### src/hw/rtl/ssw_pkg.sv
// ----------------------------------------------------------------------------
// ssw_pkg
// Shared types and constants for the structure-table walker.
// ----------------------------------------------------------------------------
package ssw_pkg;

	localparam int MAX_STRUCTS_DEF      = 256;
	localparam int MAX_STRING_COUNT_DEF = 16;

	localparam int TABLE_LEN_W = 27;
	localparam int LIMIT_W     = 9;
	localparam int CFG_DATA_W  = 27;
	localparam int CFG_IDX_W   = 2;

	localparam logic [TABLE_LEN_W-1:0] TABLE_CAP  = 27'h4000000;
	localparam logic [TABLE_LEN_W-1:0] OFFSET_MAX = 27'h7FFFFFF;
	localparam logic [LIMIT_W-1:0]     LIMIT_RST  = 9'd256;
	localparam logic [7:0]             END_TYPE   = 8'd127;

	localparam logic [CFG_IDX_W-1:0] REG_TABLE_LENGTH    = 2'd0;
	localparam logic [CFG_IDX_W-1:0] REG_STRUCTURE_LIMIT = 2'd1;

	typedef enum logic [1:0] {
		PH_HEADER,
		PH_FORMATTED,
		PH_STR_FIRST,
		PH_STR_REST
	} phase_t;

	typedef enum logic [1:0] {
		ST_DONE    = 2'd0,
		ST_END     = 2'd1,
		ST_OVERRUN = 2'd2,
		ST_LIMIT   = 2'd3
	} walk_status_t;

	typedef struct packed {
		logic [7:0]   structure_type;
		logic [7:0]   formatted_length;
		logic [15:0]  structure_handle;
		logic [4:0]   strings_found;
		logic [7:0]   structure_index;
		walk_status_t walk_status;
	} result_t;

endpackage

### src/hw/rtl/smbios_structure_walker.sv
// ----------------------------------------------------------------------------
// smbios_structure_walker
// Walks an SMBIOS structure table byte by byte and reports each structure.
// ----------------------------------------------------------------------------
// Input channel byte_valid/byte_ready carries one table byte and a restart
// flag per transfer; restart clears the walk before that byte is used.
// Output channel result_valid/result_ready carries one result per finished
// structure (double zero after the strings) or one status result when the
// walk stops on the end marker, a header overrunning table_length, or the
// structure limit. After a stop, bytes are taken and dropped until restart.
// Configuration: cfg_write with cfg_index 0 sets table_length, index 1
// sets structure_limit; write only while the block is idle.
// Path: a byte goes into an input register, the walk state is stepped
// from that register and any result lands in the output register, which
// drives result_valid.
// Throughput: one byte per cycle, limited only by the output register.
// A stalled receiver holds the result; the input register still takes one
// more byte, then byte_ready drops until the result is taken.
// Reset clears the walk state, sets table_length to 0 and
// structure_limit to 256.
// ----------------------------------------------------------------------------
module smbios_structure_walker #(
	parameter int MAX_STRUCTS      = ssw_pkg::MAX_STRUCTS_DEF,
	parameter int MAX_STRING_COUNT = ssw_pkg::MAX_STRING_COUNT_DEF
) (
	input  logic                              clk,
	input  logic                              arst_n,
	input  logic                              cfg_write,
	input  logic [ssw_pkg::CFG_IDX_W-1:0]     cfg_index,
	input  logic [ssw_pkg::CFG_DATA_W-1:0]    cfg_data,
	input  logic                              byte_valid,
	output logic                              byte_ready,
	input  logic [7:0]                        table_byte,
	input  logic                              restart,
	output logic                              result_valid,
	input  logic                              result_ready,
	output logic [7:0]                        structure_type,
	output logic [7:0]                        formatted_length,
	output logic [15:0]                       structure_handle,
	output logic [4:0]                        strings_found,
	output logic [7:0]                        structure_index,
	output logic [1:0]                        walk_status
);

	logic [ssw_pkg::TABLE_LEN_W-1:0] table_length_q;
	logic [ssw_pkg::LIMIT_W-1:0]     structure_limit_q;

	logic             valid_s1;
	logic [7:0]       byte_s1;
	logic             restart_s1;
	logic             step;
	logic             res_valid;
	ssw_pkg::result_t res;
	ssw_pkg::result_t result_q;
	logic             result_valid_q;

	always_ff @(posedge clk or negedge arst_n) begin
		if (!arst_n) begin
			table_length_q    <= '0;
			structure_limit_q <= ssw_pkg::LIMIT_RST;
		end else if (cfg_write) begin
			unique case (cfg_index)
				ssw_pkg::REG_TABLE_LENGTH:
					table_length_q <= cfg_data[ssw_pkg::TABLE_LEN_W-1:0];
				ssw_pkg::REG_STRUCTURE_LIMIT:
					structure_limit_q <= cfg_data[ssw_pkg::LIMIT_W-1:0];
				default: ;
			endcase
		end
	end

	assign step       = valid_s1 && (!result_valid_q || result_ready);
	assign byte_ready = !valid_s1 || step;

	always_ff @(posedge clk or negedge arst_n) begin
		if (!arst_n) begin
			valid_s1 <= 1'b0;
		end else if (byte_ready) begin
			valid_s1 <= byte_valid;
		end
	end

	always_ff @(posedge clk) begin
		if (byte_ready && byte_valid) begin
			byte_s1    <= table_byte;
			restart_s1 <= restart;
		end
	end

	ssw_parser #(
		.MAX_STRUCTS      (MAX_STRUCTS),
		.MAX_STRING_COUNT (MAX_STRING_COUNT)
	) u_parser (
		.clk             (clk),
		.arst_n          (arst_n),
		.step            (step),
		.table_byte      (byte_s1),
		.restart         (restart_s1),
		.table_length    (table_length_q),
		.structure_limit (structure_limit_q),
		.res_valid       (res_valid),
		.res             (res)
	);

	always_ff @(posedge clk or negedge arst_n) begin
		if (!arst_n) begin
			result_valid_q <= 1'b0;
		end else if (step) begin
			result_valid_q <= res_valid;
		end else if (result_ready) begin
			result_valid_q <= 1'b0;
		end
	end

	always_ff @(posedge clk) begin
		if (step && res_valid)
			result_q <= res;
	end

	assign result_valid     = result_valid_q;
	assign structure_type   = result_q.structure_type;
	assign formatted_length = result_q.formatted_length;
	assign structure_handle = result_q.structure_handle;
	assign strings_found    = result_q.strings_found;
	assign structure_index  = result_q.structure_index;
	assign walk_status      = result_q.walk_status;

`ifndef NO_ASSERTIONS
	a_ready_only_on_stall: assert property (@(posedge clk) disable iff (!arst_n)
		!byte_ready |-> (result_valid && !result_ready))
		else $error("input stalled without a stalled result");

	a_end_marker_type: assert property (@(posedge clk) disable iff (!arst_n)
		(result_valid && walk_status == ssw_pkg::ST_END) |->
		(structure_type == ssw_pkg::END_TYPE && structure_handle == 16'd0))
		else $error("end marker result carries wrong fields");

	a_status_fields_clear: assert property (@(posedge clk) disable iff (!arst_n)
		(result_valid && (walk_status == ssw_pkg::ST_LIMIT ||
			walk_status == ssw_pkg::ST_OVERRUN)) |->
		(structure_type == 8'd0 && formatted_length == 8'd0 && strings_found == 5'd0))
		else $error("status result carries structure fields");
`endif

endmodule

### src/hw/rtl/ssw_parser.sv
// ----------------------------------------------------------------------------
// ssw_parser
// Walk state and per-byte step logic; one byte is consumed per step.
// ----------------------------------------------------------------------------
module ssw_parser #(
	parameter int MAX_STRUCTS      = ssw_pkg::MAX_STRUCTS_DEF,
	parameter int MAX_STRING_COUNT = ssw_pkg::MAX_STRING_COUNT_DEF
) (
	input  logic                                clk,
	input  logic                                arst_n,
	input  logic                                step,
	input  logic [7:0]                          table_byte,
	input  logic                                restart,
	input  logic [ssw_pkg::TABLE_LEN_W-1:0]     table_length,
	input  logic [ssw_pkg::LIMIT_W-1:0]         structure_limit,
	output logic                                res_valid,
	output ssw_pkg::result_t                    res
);

	localparam int DONE_W = $clog2(MAX_STRUCTS + 1);
	localparam int SC_W   = $clog2(MAX_STRING_COUNT + 1);
	localparam int LIM_W  = (DONE_W > ssw_pkg::LIMIT_W) ? DONE_W : ssw_pkg::LIMIT_W;
	localparam int OFS_W  = ssw_pkg::TABLE_LEN_W;

	ssw_pkg::phase_t  phase_q, cur_phase, phase_d;
	logic [OFS_W-1:0] offset_q, cur_offset, offset_d;
	logic [7:0]       ofs_q, cur_ofs, ofs_d;
	logic [7:0]       type_q, cur_type, type_d;
	logic [7:0]       len_q, cur_len, len_d;
	logic [15:0]      handle_q, cur_handle, handle_d;
	logic [SC_W-1:0]  strings_q, cur_strings, strings_d;
	logic             lz_q, cur_lz, lz_d;
	logic [DONE_W-1:0] done_q, cur_done, done_d;
	logic             fin_q, cur_fin, fin_d;

	logic [LIM_W-1:0]   lim_eff;
	logic [OFS_W-1:0]   len_eff;
	logic               limit_hit;
	logic               overrun;
	logic [SC_W-1:0]    strings_inc;

	// restart clears the walk before this byte is taken
	always_comb begin
		cur_phase   = restart ? ssw_pkg::PH_HEADER : phase_q;
		cur_offset  = restart ? '0 : offset_q;
		cur_ofs     = restart ? '0 : ofs_q;
		cur_type    = restart ? '0 : type_q;
		cur_len     = restart ? '0 : len_q;
		cur_handle  = restart ? '0 : handle_q;
		cur_strings = restart ? '0 : strings_q;
		cur_lz      = restart ? 1'b0 : lz_q;
		cur_done    = restart ? '0 : done_q;
		cur_fin     = restart ? 1'b0 : fin_q;
	end

	always_comb begin
		lim_eff = (LIM_W'(structure_limit) > LIM_W'(MAX_STRUCTS)) ?
			LIM_W'(MAX_STRUCTS) : LIM_W'(structure_limit);
		len_eff = (table_length > ssw_pkg::TABLE_CAP) ? ssw_pkg::TABLE_CAP : table_length;
		limit_hit = LIM_W'(cur_done) >= lim_eff;
		overrun   = ({1'b0, cur_offset} + (OFS_W+1)'(4)) > {1'b0, len_eff};
		strings_inc = (cur_strings < SC_W'(MAX_STRING_COUNT)) ?
			cur_strings + SC_W'(1) : cur_strings;
	end

	// next phase
	always_comb begin
		phase_d = cur_phase;
		if (!cur_fin) begin
			unique case (cur_phase)
				ssw_pkg::PH_HEADER: begin
					if (cur_ofs == 8'd3)
						phase_d = (cur_len > 8'd4) ? ssw_pkg::PH_FORMATTED :
							ssw_pkg::PH_STR_FIRST;
				end
				ssw_pkg::PH_FORMATTED: begin
					if (cur_ofs + 8'd1 >= cur_len)
						phase_d = ssw_pkg::PH_STR_FIRST;
				end
				ssw_pkg::PH_STR_FIRST: phase_d = ssw_pkg::PH_STR_REST;
				ssw_pkg::PH_STR_REST: begin
					if (table_byte == 8'd0 && cur_lz)
						phase_d = ssw_pkg::PH_HEADER;
				end
				default: phase_d = ssw_pkg::PH_HEADER;
			endcase
		end
	end

	// data path and result
	always_comb begin
		offset_d  = cur_offset;
		ofs_d     = cur_ofs;
		type_d    = cur_type;
		len_d     = cur_len;
		handle_d  = cur_handle;
		strings_d = cur_strings;
		lz_d      = cur_lz;
		done_d    = cur_done;
		fin_d     = cur_fin;
		res_valid = 1'b0;
		res       = '0;
		res.structure_index = 8'(cur_done);
		if (!cur_fin) begin
			if (cur_offset < ssw_pkg::OFFSET_MAX)
				offset_d = cur_offset + OFS_W'(1);
			unique case (cur_phase)
				ssw_pkg::PH_HEADER: begin
					if (cur_ofs == 8'd0) begin
						if (limit_hit) begin
							res_valid       = 1'b1;
							res.walk_status = ssw_pkg::ST_LIMIT;
							fin_d           = 1'b1;
						end else if (overrun) begin
							res_valid       = 1'b1;
							res.walk_status = ssw_pkg::ST_OVERRUN;
							fin_d           = 1'b1;
						end else if (table_byte == ssw_pkg::END_TYPE) begin
							res_valid          = 1'b1;
							res.structure_type = ssw_pkg::END_TYPE;
							res.walk_status    = ssw_pkg::ST_END;
							fin_d              = 1'b1;
						end else begin
							type_d    = table_byte;
							len_d     = '0;
							handle_d  = '0;
							strings_d = '0;
							lz_d      = 1'b0;
							ofs_d     = 8'd1;
						end
					end else begin
						case (cur_ofs)
							8'd1:    len_d = table_byte;
							8'd2:    handle_d = {8'd0, table_byte};
							default: handle_d = {table_byte, cur_handle[7:0]};
						endcase
						ofs_d = cur_ofs + 8'd1;
					end
				end
				ssw_pkg::PH_FORMATTED: ofs_d = cur_ofs + 8'd1;
				ssw_pkg::PH_STR_FIRST: begin
					if (table_byte == 8'd0) begin
						lz_d = 1'b1;
					end else begin
						strings_d = strings_inc;
						lz_d      = 1'b0;
					end
				end
				ssw_pkg::PH_STR_REST: begin
					if (table_byte == 8'd0) begin
						if (cur_lz) begin
							res_valid            = 1'b1;
							res.structure_type   = cur_type;
							res.formatted_length = cur_len;
							res.structure_handle = cur_handle;
							res.strings_found    = 5'(cur_strings);
							res.walk_status      = ssw_pkg::ST_DONE;
							done_d               = cur_done + DONE_W'(1);
							ofs_d                = '0;
							lz_d                 = 1'b0;
						end else begin
							lz_d = 1'b1;
						end
					end else begin
						if (cur_lz)
							strings_d = strings_inc;
						lz_d = 1'b0;
					end
				end
				default: fin_d = cur_fin;
			endcase
		end
	end

	always_ff @(posedge clk or negedge arst_n) begin
		if (!arst_n) begin
			phase_q   <= ssw_pkg::PH_HEADER;
			offset_q  <= '0;
			ofs_q     <= '0;
			type_q    <= '0;
			len_q     <= '0;
			handle_q  <= '0;
			strings_q <= '0;
			lz_q      <= 1'b0;
			done_q    <= '0;
			fin_q     <= 1'b0;
		end else if (step) begin
			phase_q   <= phase_d;
			offset_q  <= offset_d;
			ofs_q     <= ofs_d;
			type_q    <= type_d;
			len_q     <= len_d;
			handle_q  <= handle_d;
			strings_q <= strings_d;
			lz_q      <= lz_d;
			done_q    <= done_d;
			fin_q     <= fin_d;
		end
	end

endmodule

### config.mk
export PLATFORM = sky130hd
export DESIGN_NAME = smbios_structure_walker
export DESIGN_NICKNAME = d
export VERILOG_FILES = /design/src/hw/rtl/ssw_pkg.sv /design/src/hw/rtl/smbios_structure_walker.sv /design/src/hw/rtl/ssw_parser.sv
export SDC_FILE = /design/constraint.sdc
export NUM_CORES = 1
export LEC_CHECK = 0
export BUFFER_PORTS_ARGS = -buffer_cell sky130_fd_sc_hd__buf_2
export CORE_ASPECT_RATIO = 1.5
export CORE_UTILIZATION = 25
export CTS_BUF_LIST = sky130_fd_sc_hd__clkbuf_2
export DETAILED_ROUTE_END_ITERATION = 10
export REMOVE_ABC_BUFFERS = 1
export SLEW_MARGIN = 20
export SYNTH_ARGS = -nofsm -noshare
export SYNTH_HDL_FRONTEND = slang
export SYNTH_HIERARCHICAL = 1
export SYNTH_SLANG_ARGS = --single-unit
### constraint.sdc
create_clock -name clk -period 8.15 [get_ports clk]
set_input_delay 1.63 -clock clk [delete_from_list [all_inputs] [get_ports clk]]
set_output_delay 1.63 -clock clk [all_outputs]
set_load 0.005 [all_outputs]
==> results of run 1 <==
[final cells by class]
class / instances / area (sq um) / share of cell area
clock buffer: 19 / 95.09 / 0.008288
clock inverter: 13 / 148.9 / 0.01298
inverter: 26 / 97.59 / 0.008506
multi-input combinational: 757 / 5220 / 0.4550
sequential: 179 / 4761 / 0.4149
tap: 506 / 633.1 / 0.05518
timing repair buffer: 99 / 518.0 / 0.04515
[sequential cells by signal, summed over array words and instances, names as in the netlist]
| name | flops |
|---|---|
| walk_status | 2 |
| restart_s1 | 1 |
| u_parser/len_q | 8 |
| structure_handle | 16 |
| formatted_length | 8 |
| structure_limit_q | 9 |
| u_parser/handle_q | 16 |
| u_parser/phase_q | 2 |
| byte_s1 | 8 |
| strings_found | 5 |
| table_length_q | 27 |
| structure_type | 8 |
| result_valid | 1 |
| u_parser/strings_q | 5 |
| structure_index | 8 |
| u_parser/lz_q | 1 |
| u_parser/ofs_q | 8 |
| u_parser/type_q | 8 |
| u_parser/fin_q | 1 |
| valid_s1 | 1 |
| u_parser/done_q | 9 |
| u_parser/offset_q | 27 |
[stage by stage]
stage,std cells,total power [mW],worst slack (ns),area (sq um),utilization
finish,1599,2.180,1.592,11470,0.2846
global route,1599,2.318,1.045,11470,0.2846
CTS,1599,2.198,1.555,11460,0.2844
detailed placement,1567,1.719,1.569,11220,0.2783
global placement,1567,1.700,1.775,11220,0.2783
floorplan,962,1.522,0.6823,10050,-
[layer usage]
| metal | vias to the layer above | wire length [um] | GRT usage |
|---|---|---|---|
| met4 | 0 | 1036 | 0.06058 |
| met2 | 219 | 14730 | 0.2494 |
| met5 | - | 0 | 0 |
| li1 | 3764 | - | - |
| met1 | 3896 | 10730 | 0.1473 |
| met3 | 63 | 939 | 0.01951 |
[placed cells by master (no fill, tap or decap), types with 10 or more instances in the layout]
| cell type | synthesis | final |
|---|---|---|
| mux2_4 | 20 | 20 |
| inv_1 | 24 | 24 |
| nand3_1 | 22 | 22 |
| nor2b_1 | 35 | 34 |
| mux2_2 | 16 | 16 |
| and2_1 | 25 | 25 |
| xnor2_1 | 30 | 30 |
| nand2b_1 | 34 | 34 |
| edfxtp_1 | 56 | 56 |
| a22oi_1 | 10 | 10 |
| nor3_1 | 20 | 19 |
| nor2_1 | 69 | 69 |
| o21ai_0 | 38 | 38 |
| a21o_1 | 13 | 13 |
| o31ai_1 | 14 | 13 |
| dfrtp_1 | 122 | 122 |
| ha_1 | 57 | 57 |
| nand2_1 | 140 | 140 |
| clkbuf_2 | 0 | 19 |
| nor4_1 | 16 | 16 |
| a21oi_1 | 33 | 33 |
| xor2_1 | 25 | 25 |
| nand4_1 | 18 | 18 |
| a221oi_1 | 17 | 17 |
| buf_2 | 0 | 90 |
[critical path: stages (launching register included)]
cell      delay, ns
edfxtp_1       0.80
nor2b_1        0.33
ha_1           0.27
nand2_1        0.09
nor4_1         0.49
and3_1         0.33
nand4_1        0.25
nor2_1         0.22
xnor2_1        0.10
ha_1           0.31
nand3_1        0.12
nor4_2         0.32
nand4_1        0.29
a311o_2        0.46
a31oi_4        0.35
o211ai_1       0.15
a21oi_1        0.17
nand2_1        0.12
nor2b_4        0.72
buf_4          0.38
[logic make-up (layout without fill, tap and decap cells)]
| family | after synthesis | after routing | share of synthesized area |
|---|---|---|---|
| and+or+nand+nor | 420 | 420 | 0.2094 |
| DFF | 179 | 179 | 0.4657 |
| adders and majority gates | 57 | 57 | 0.06977 |
| muxes | 44 | 44 | 0.05483 |
| AOI/OAI and AO/OA | 181 | 181 | 0.1268 |
| buffers and inverters | 61 | 157 | 0.02632 |
| xor gates and xnor gates | 55 | 55 | 0.04712 |
[path summary, 6_finish.rpt]
check	startpoint	endpoint	slack (ns)	cells past startpoint
max	restart_s1	strings_found[3]	1.59	19
min	structure_limit_q[0]	structure_limit_q[0]	0.53	1
max reg2reg	restart_s1	strings_found[3]	1.59	19
min reg2reg	structure_limit_q[0]	structure_limit_q[0]	0.53	1
max in group asynchronous	arst_n	u_parser/offset_q[3]	5.85	2
min in group asynchronous	arst_n	u_parser/done_q[7]	0.83	1
[power groups by stage]
stage	clock [mW]	combinational, mW	sequential, mW
floorplan	0	0.417	1.10
global placement	0	0.569	1.13
detailed placement	0	0.583	1.14
CTS	0.494	0.586	1.12
global route	0.529	0.656	1.13
finish	0.472	0.589	1.12
==> metrics.txt, run 1 <==
Max clock buf depth 2; Die W approximately 170 um; CTS tree done; CTS Buf Count 17; vias in the first global route 8000; Mapped Avg Cell Area about 10 sq um; internal power between 1 and 1.5 mW; sequential power share 0.513; Reg clk slew, reported paths about 0.24 ns; Net Sw Frac 0.3559; number of synthesized flops with an enable pin 56; Residual DRC 0; clock skew 0.08467 ns; Worst EP required 8.63 ns; Vias/cell between 4 and 5; Synth area leader dfrtp_1; synth cell count leaders 140 x nand2_1, 122 x dfrtp_1, 69 x nor2_1, 57 x ha_1, 56 x edfxtp_1; Peak supply drop just over 0.00009 V; initial antenna violation count 0; global route total overflow 0; Cell Area, Synth 10220 sq um; first-pass GRT wire length 43660 um; post-DP HPWL slightly above 20000 um; final RePlAce weighted congestion 0.8490; Antenna Nets Post-Route 0; diode count 0; Port Buffers 91; combinational group share of total power 0.270; Routed WL per cell between 15 and 20 um; Setup crit start kind register; crit path time final around 6.6 ns; count leader, synth nand2_1; initial core utilization 0.2536; initial DRC count 544; P per Cell Area between 150 and 200 nW/um^2; via count 7942; Yosys warning total 6; WHS around 0.53 ns; Max Clock Freq about 0.15 GHz; FP Rows 90; Lkg Pwr 4.719 nW; RSZ-0062 raised after global routing no; Mapped Cells ~1000; asr flop ratio synth 0.6872; CTS resizes 0; die area 41720 sq um; clock share of power 0.217; CP Data Arrival Time 7.04 ns; Sink Count roughly 180; Final Hold Vio Count 0; core area between 40000 and 50000 sq um; crit path kind register to register; relative slew slack 0.2396; Worst Tran Pin Value 1.131 ns; CTS root buffer clkbuf_2; Final #Nets roughly 1200; fill cell count ~4300; Area Growth Syn to Fin 12.24%; Synth area leaders dfrtp_1 30%, edfxtp_1 16%, ha_1 7.0%, nand2_1 5.1%, mux2_4 2.9%; outcome complete, no violations; layout cells sized above 1 0.1702; post-CTS setup buffers 0; Main synth FF type dfrtp_1; Detailed Routing Iterations Pass 1 5; Worst-Skew Late Latency between 0.7 and 0.8 ns; Seq cells post-synth about 180; Psw between 0.7 and 0.8 mW; H-tree depth 4; maxcap violations 0; Final period util 0.8047; die height about 250 um; post-synth cell types between 70 and 80; setup TNS 0 ns; critical path capture point type register; Seq/Total Area, Yosys 0.4657; CP Max Fanout 32; Worst Hold Class register to register; GRT Util Overall 0.1335; DRT Wirelength ~27000 um; pin count of the biggest net entering global routing a little over 70; CTS Hold Bufs 0; # IOs 92; post-synth top area share 0.2987; final slew viol count 0; final setup vio count 0
No activity file was read; power rests on OpenSTA's default activity.
==> run 2: changes to the inputs <==
ABC_AREA = 1   (was unset)
clock period = 6.9 ns   (was 8.15 ns; I/O delays follow)
==> metrics.txt, run 2 <==
initial DRC count 499 (-8.3%); H-tree depth 4 (unchanged); CP Data Arrival Time 5.65 ns (-1.39 ns); final RePlAce weighted congestion 0.8907 (+4.9%); global route total overflow 0 (unchanged); Max clock buf depth 2 (unchanged); outcome complete, no violations; Peak supply drop 0.00009135 V (-2.1%); Final period util 0.7453 (-0.05937); leading registers by flop count table_length_q x27, u_parser/offset_q x27; CP Max Fanout 69 (+120%); Final Non-Filler Cells 2104 (+32%); Mapped Cells 1450 (+45%); core area 44220 sq um (+9.7%); Seq cells post-synth 179 (unchanged); Setup crit start kind register; Antenna Nets Post-Route 0 (unchanged); Cell Area, Synth 11270 sq um (+10%); DRT Wirelength 31170 um (+14%); Worst Hold Class register to register; CP peak stage delay 0.72 ns (-0.08 ns); Main synth FF type dfrtp_1; Pwr Total 3.194 mW (+47%); top layer in use met4; Lkg Pwr 5.737 nW (+22%); crit-path most repeated cell nand2_1; Synth area leaders dfrtp_1 27%, edfxtp_1 15%, nand2_1 14%, ha_1 6.3%, nor2_1 5.2%; CTS root buffer clkbuf_2; number of synthesized flops with an enable pin 56 (unchanged); Synth area leader dfrtp_1; initial antenna violation count 1 (+1); FP Rows 94 (+4.4%); maxcap violations 0 (unchanged); die height 262.1 um (+5.0%); Residual DRC 0 (unchanged); CTS tree done; Worst EP required 7.40 ns (-1.23 ns); synth cell count leaders 420 x nand2_1, 157 x nor2_1, 132 x inv_1, 122 x dfrtp_1, 73 x a21oi_1; CTS Buf Count 17 (unchanged); post-synth cell types 55 (-25%); Final #Nets 1613 (+37%); most frequent cells in the layout 420 x nand2_1, 156 x nor2_1, 131 x inv_1, 122 x dfrtp_1, 90 x buf_2; Final Util 0.2817 (-0.002889); GRT Util Overall 0.1376 (+0.004133); post-CTS setup buffers 0 (unchanged); Worst-Skew Late Latency 0.84 ns (+0.05 ns); Mapped Avg Cell Area 7.776 sq um (-24%); pre-CTS WS 1.754 ns (+0.1854 ns); Sink Count 179 (unchanged); most common cell after layout, fill and taps aside nand2_1; initial core utilization 0.2550 (+0.001382); CTS Hold Bufs 0 (unchanged); RSZ-0062 raised after global routing no; final setup vio count 0 (unchanged); Final Hold Vio Count 0 (unchanged); Max Clock Freq 0.1945 GHz (+28%); Reg clk slew, reported paths 0.34 ns (+0.10 ns); critical path's slowest cell edfxtp_1; Placement Cell Area 12200 sq um (+8.8%); relative slew slack 0.3406 (+0.1010); die area 45970 sq um (+10%); Design Area, Final 12460 sq um (+8.6%); Die W 175.4 um (+5.0%); Detailed Routing Iterations Pass 1 5 (unchanged); # IOs 92 (unchanged); Port Buffers 91 (unchanged); setup TNS 0 ns (unchanged); Worst Tran Pin Value 0.9881 ns (-0.1429 ns); first-pass GRT wire length 50380 um (+15%); Vias/cell 4.678 (-5.8%); via count 9842 (+24%); crit path time final 5.143 ns (-1.415 ns); WHS 0.4924 ns (-0.03562 ns); Reg2Reg Setup Slack 1.76 ns (+0.17 ns); CTS resizes 0 (unchanged); vias in the first global route 9658 (+21%); post-synth top area share 0.2708 (-0.02787); crit-path cells inv_6 > nand3_1 > nor2_1 > inv_1 > nor2_1 > inv_1 > nor2_1 > nand2_1 > xor2_1 > ha_1 > nand2_1 > nor2_1 > nand2_1 > nor3_1 > nand2_1 > nand3_2 > nand2_2 > nand3_2 > nand2_1 > o31ai_1 > inv_1 > nor3_2 > buf_4; pin count of the biggest net entering global routing 81 (+14%); asr flop ratio synth 0.6872 (unchanged); Met3 Routed Length 1145 um (+22%); Seq/Total Area, Yosys 0.4223 (-0.04347); fill cell count 4855 (+12%); final slew viol count 0 (unchanged); Yosys warning total 6 (unchanged); routed length on met2 16610 um (+13%); Routed WL per cell 14.81 um (-14%); count leader, synth nand2_1; placed cell count 2070 (+32%); critical path capture point type register; post-DP HPWL 23210 um (+12%); clock skew 0.06275 ns (-0.02192 ns); layout cells sized above 1 0.1219 (-0.04829); crit path kind register to register; P per Cell Area 256.4 nW/um^2 (+35%); Area Growth Syn to Fin 10.50%; metal1 wirelength 12840 um (+20%); final worst-path setup slack 1.757 ns (+0.1655 ns)
-- run 2: cell types whose count changed in the layout (fill, tap and decap cells not counted), moves of 23 or more --
cell / change
xor2_1: +23
nand3_1: +46
o21ai_0: +23
inv_1: +107
nor2_1: +87
o21ai_1: +28
nand2b_1: -34
and2_1: -23
nor2b_1: -34
nand2_1: +280
a21oi_1: +40
-- run 2: logic make-up after synthesis --
group / Yosys count / synth area share
compound gates: 207 / 0.1014
buf+inv: 199 / 0.07613
flops: 179 / 0.4223
fa+ha+maj: 57 / 0.06326
simple gates: 750 / 0.2919
xor+xnor: 58 / 0.04506
-- run 2: layout make-up --
cell class	instances	area [sq um]	share of cell area
well taps	576	720.7	0.05785
clock buffers	17	85.08	0.006829
diodes	2	5.005	0.0004017
flip-flops and latches	179	4761	0.3821
clock inverters	15	160.2	0.01286
inverters	145	549.3	0.04409
repair buffers	98	514.2	0.04128
multi-input cells	1072	5663	0.4546
-- run 2: final timing paths --
| check | from | to | cells after the start |
|---|---|---|---|
| setup / recovery | restart_s1 | structure_index[0] | 23 |
| hold / removal | structure_limit_q[8] | structure_limit_q[8] | 2 |
| setup reg to reg | restart_s1 | structure_index[0] | 23 |
| hold reg to reg | structure_limit_q[8] | structure_limit_q[8] | 2 |
| max in group asynchronous | arst_n | u_parser/offset_q[16] | 2 |
| min in group asynchronous | arst_n | u_parser/handle_q[12] | 1 |
-- run 2: metal layers --
metal / GRT usage / vias up
met5: 0 / -
met3: 0.01895 / 37
met2: 0.2599 / 265
met1: 0.1589 / 4657
met4: 0.04251 / 0
li1: - / 4883
-- run 2: worst max-delay path, delay by kind of cell (launching register included) --
kind,cells,cell delay [ns]
AND/OR/NAND/NOR,15,2.17
XOR/XNOR,1,0.17
AO/OA/AOI/OAI,1,0.22
flip-flops,1,0.72
buffers and inverters,5,1.23
adder cells (fa/ha/maj),1,0.30
-- run 2: power breakdown --
group	internal [mW]	leakage (nW)	switching (mW)
sequential	1.28	2.13	0.116
clock	0.121	0.151	0.435
combinational	0.401	3.46	0.844
==> run 3: changes to the inputs <==
clock period = 4.6 ns   (was 6.9 ns; I/O delays follow)
==> metrics.txt, run 3 (synthesis results as in run 2) <==
CTS tree done; Setup crit start kind register; Sink Count 179 (unchanged); Detailed Routing Iterations Pass 1 5 (unchanged); area of the multi-input gates 5720 sq um (+1.0%); relative slew slack 0.3460 (+0.005370); H-tree depth 4 (unchanged); pre-CTS WS -0.06063 ns (-1.815 ns); leading registers by flop count table_length_q x27, u_parser/offset_q x27; layout cells sized above 1 0.1409 (+0.01903); FP Rows 94 (unchanged); Placement Cell Area 12300 sq um (+0.78%); initial core utilization 0.2550 (unchanged); Antenna Nets Post-Route 0 (unchanged); CP peak stage delay 0.60 ns (-0.12 ns); global route total overflow 0 (unchanged); Port Buffers 91 (unchanged); Max clock buf depth 2 (unchanged); final slew viol count 0 (unchanged); Vias/cell 4.691 (+0.28%); Reg2Reg Setup Slack 0.24 ns (-1.51 ns); final worst-path setup slack 0.2449 ns (-1.513 ns); GRT Util Overall 0.1377 (about the same); CP Max Fanout 12 (-83%); Worst EP required 5.13 ns (-2.27 ns); die area 45970 sq um (unchanged); placed cell count 2081 (+0.53%); Final Non-Filler Cells 2124 (+0.95%); Lkg Pwr 5.866 nW (+2.2%); final RePlAce weighted congestion 0.9252 (+3.9%); Seq. cell area 4761 sq um (unchanged); WHS 0.2042 ns (-0.2882 ns); pin count of the biggest net entering global routing 73 (-9.9%); core area 44220 sq um (unchanged); most common cell after layout, fill and taps aside nand2_1; Final period util 0.9468 (+0.2015); outcome complete, no violations; Max Clock Freq 0.2296 GHz (+18%); Routed WL per cell 14.88 um (+0.44%); Design Area, Final 12740 sq um (+2.3%); initial antenna violation count 2 (+1); DRT Wirelength 31600 um (+1.4%); Final Util 0.2881 (+0.006422); Reg clk slew, reported paths 0.29 ns (-0.05 ns); CTS Buf Count 17 (unchanged); crit path kind register to register; Area Growth Syn to Fin 13.02%; CP Data Arrival Time 4.89 ns (-0.76 ns); Worst-Skew Late Latency 0.81 ns (-0.03 ns); vias in the first global route 9701 (+0.45%); Die W 175.4 um (unchanged); Peak supply drop 0.0001715 V (+88%); most frequent cells in the layout 418 x nand2_1, 151 x nor2_1, 130 x inv_1, 122 x dfrtp_1, 90 x buf_2; fill cell count 4844 (-0.23%); first-pass GRT wire length 50250 um (-0.26%); # IOs 92 (unchanged); Worst Tran Pin Value 0.9800 ns (-0.008046 ns); maxcap violations 0 (unchanged); final setup vio count 0 (unchanged); P per Cell Area 382.0 nW/um^2 (+49%); post-DP HPWL 23240 um (+0.14%); initial DRC count 638 (+28%); Final #Nets 1634 (+1.3%); critical path's slowest cell edfxtp_1; via count 9963 (+1.2%); Final Hold Vio Count 0 (unchanged); die height 262.1 um (unchanged); Worst Hold Class input port to async pin; critical path capture point type register; clock skew 0.04564 ns (-0.01712 ns); CTS root buffer clkbuf_2; crit path time final 4.355 ns (-0.7874 ns); Residual DRC 0 (unchanged)
-- run 3: cell types whose count changed in the layout (fill, tap and decap cells not counted), sizes merged --
cell / previous run / this run
clkinvlp: 0 / 2
clkinv: 7 / 6
inv: 153 / 149
clkbuf: 17 / 21
bufinv: 0 / 2
buf: 98 / 116
diode: 2 / 1
-- run 3: cell type report --
cell class              instances  share of cell area
inverters                     145             0.04311
flip-flops and latches        179              0.3736
clock inverters                13             0.01169
repair inverters                1           0.0003928
well taps                     576             0.05656
repair buffers                118             0.05803
diodes                          1           0.0001964
clock buffers                  19            0.007463
multi-input cells            1072              0.4489
-- run 3: path summary, 6_finish.rpt --
path / depth (start not counted) / startpoint / endpoint
max in group asynchronous: 2 / arst_n / table_length_q[26]
hold reg to reg: 2 / structure_limit_q[8] / structure_limit_q[8]
hold / removal: 1 / arst_n / u_parser/handle_q[14]
min in group clk: 1 / table_byte[6] / byte_s1[6]
setup reg to reg: 26 / restart_s1 / strings_found[2]
setup / recovery: 26 / restart_s1 / strings_found[2]
-- run 3: layer usage --
layer	part of all wire	vias up	track usage
met5	0.00041	-	0
met4	0.034	2	0.06401
met3	0.041	70	0.02199
met2	0.52	259	0.2496
met1	0.40	4704	0.1578
li1	-	4928	-
-- run 3: power breakdown --
| part | internal (mW) | total [mW] | switching (mW) |
|---|---|---|---|
| Clock | 0.266 | 0.863 | 0.597 |
| Combinational | 0.631 | 1.92 | 1.29 |
| Sequential | 1.92 | 2.09 | 0.171 |
-- run 3: metrics by stage --
stage | setup TNS [ns] | power, mW
6_report | 0 | 4.867
5_1_grt | -0.8086 | 5.255
4_1_cts | 0 | 4.877
3_5_place_dp | -2.523 | 3.979
3_3_place_gp | 0 | 3.935
2_1_floorplan | -132.00 | 3.436
-- run 3: critical path, delay by kind of cell (launching register included) --
kind,cells,cell delay [ns]
AOI/OAI and AO/OA,1,0.29
adders and majority gates,2,0.49
DFF,1,0.60
and+or+nand+nor,16,2.00
buffers and inverters,6,0.61
xor gates and xnor gates,1,0.09
-- run 3: timing repair --
| action | CTS | global route |
|---|---|---|
| setup buffers | 1 | 5 |
| pin swaps | 1 | 8 |
| endpoints found under the setup margin | 47 | 47 |
| gates resized for setup | 3 | 17 |
| gates cloned | 1 | 3 |
| hold buffers | 0 | 0 |
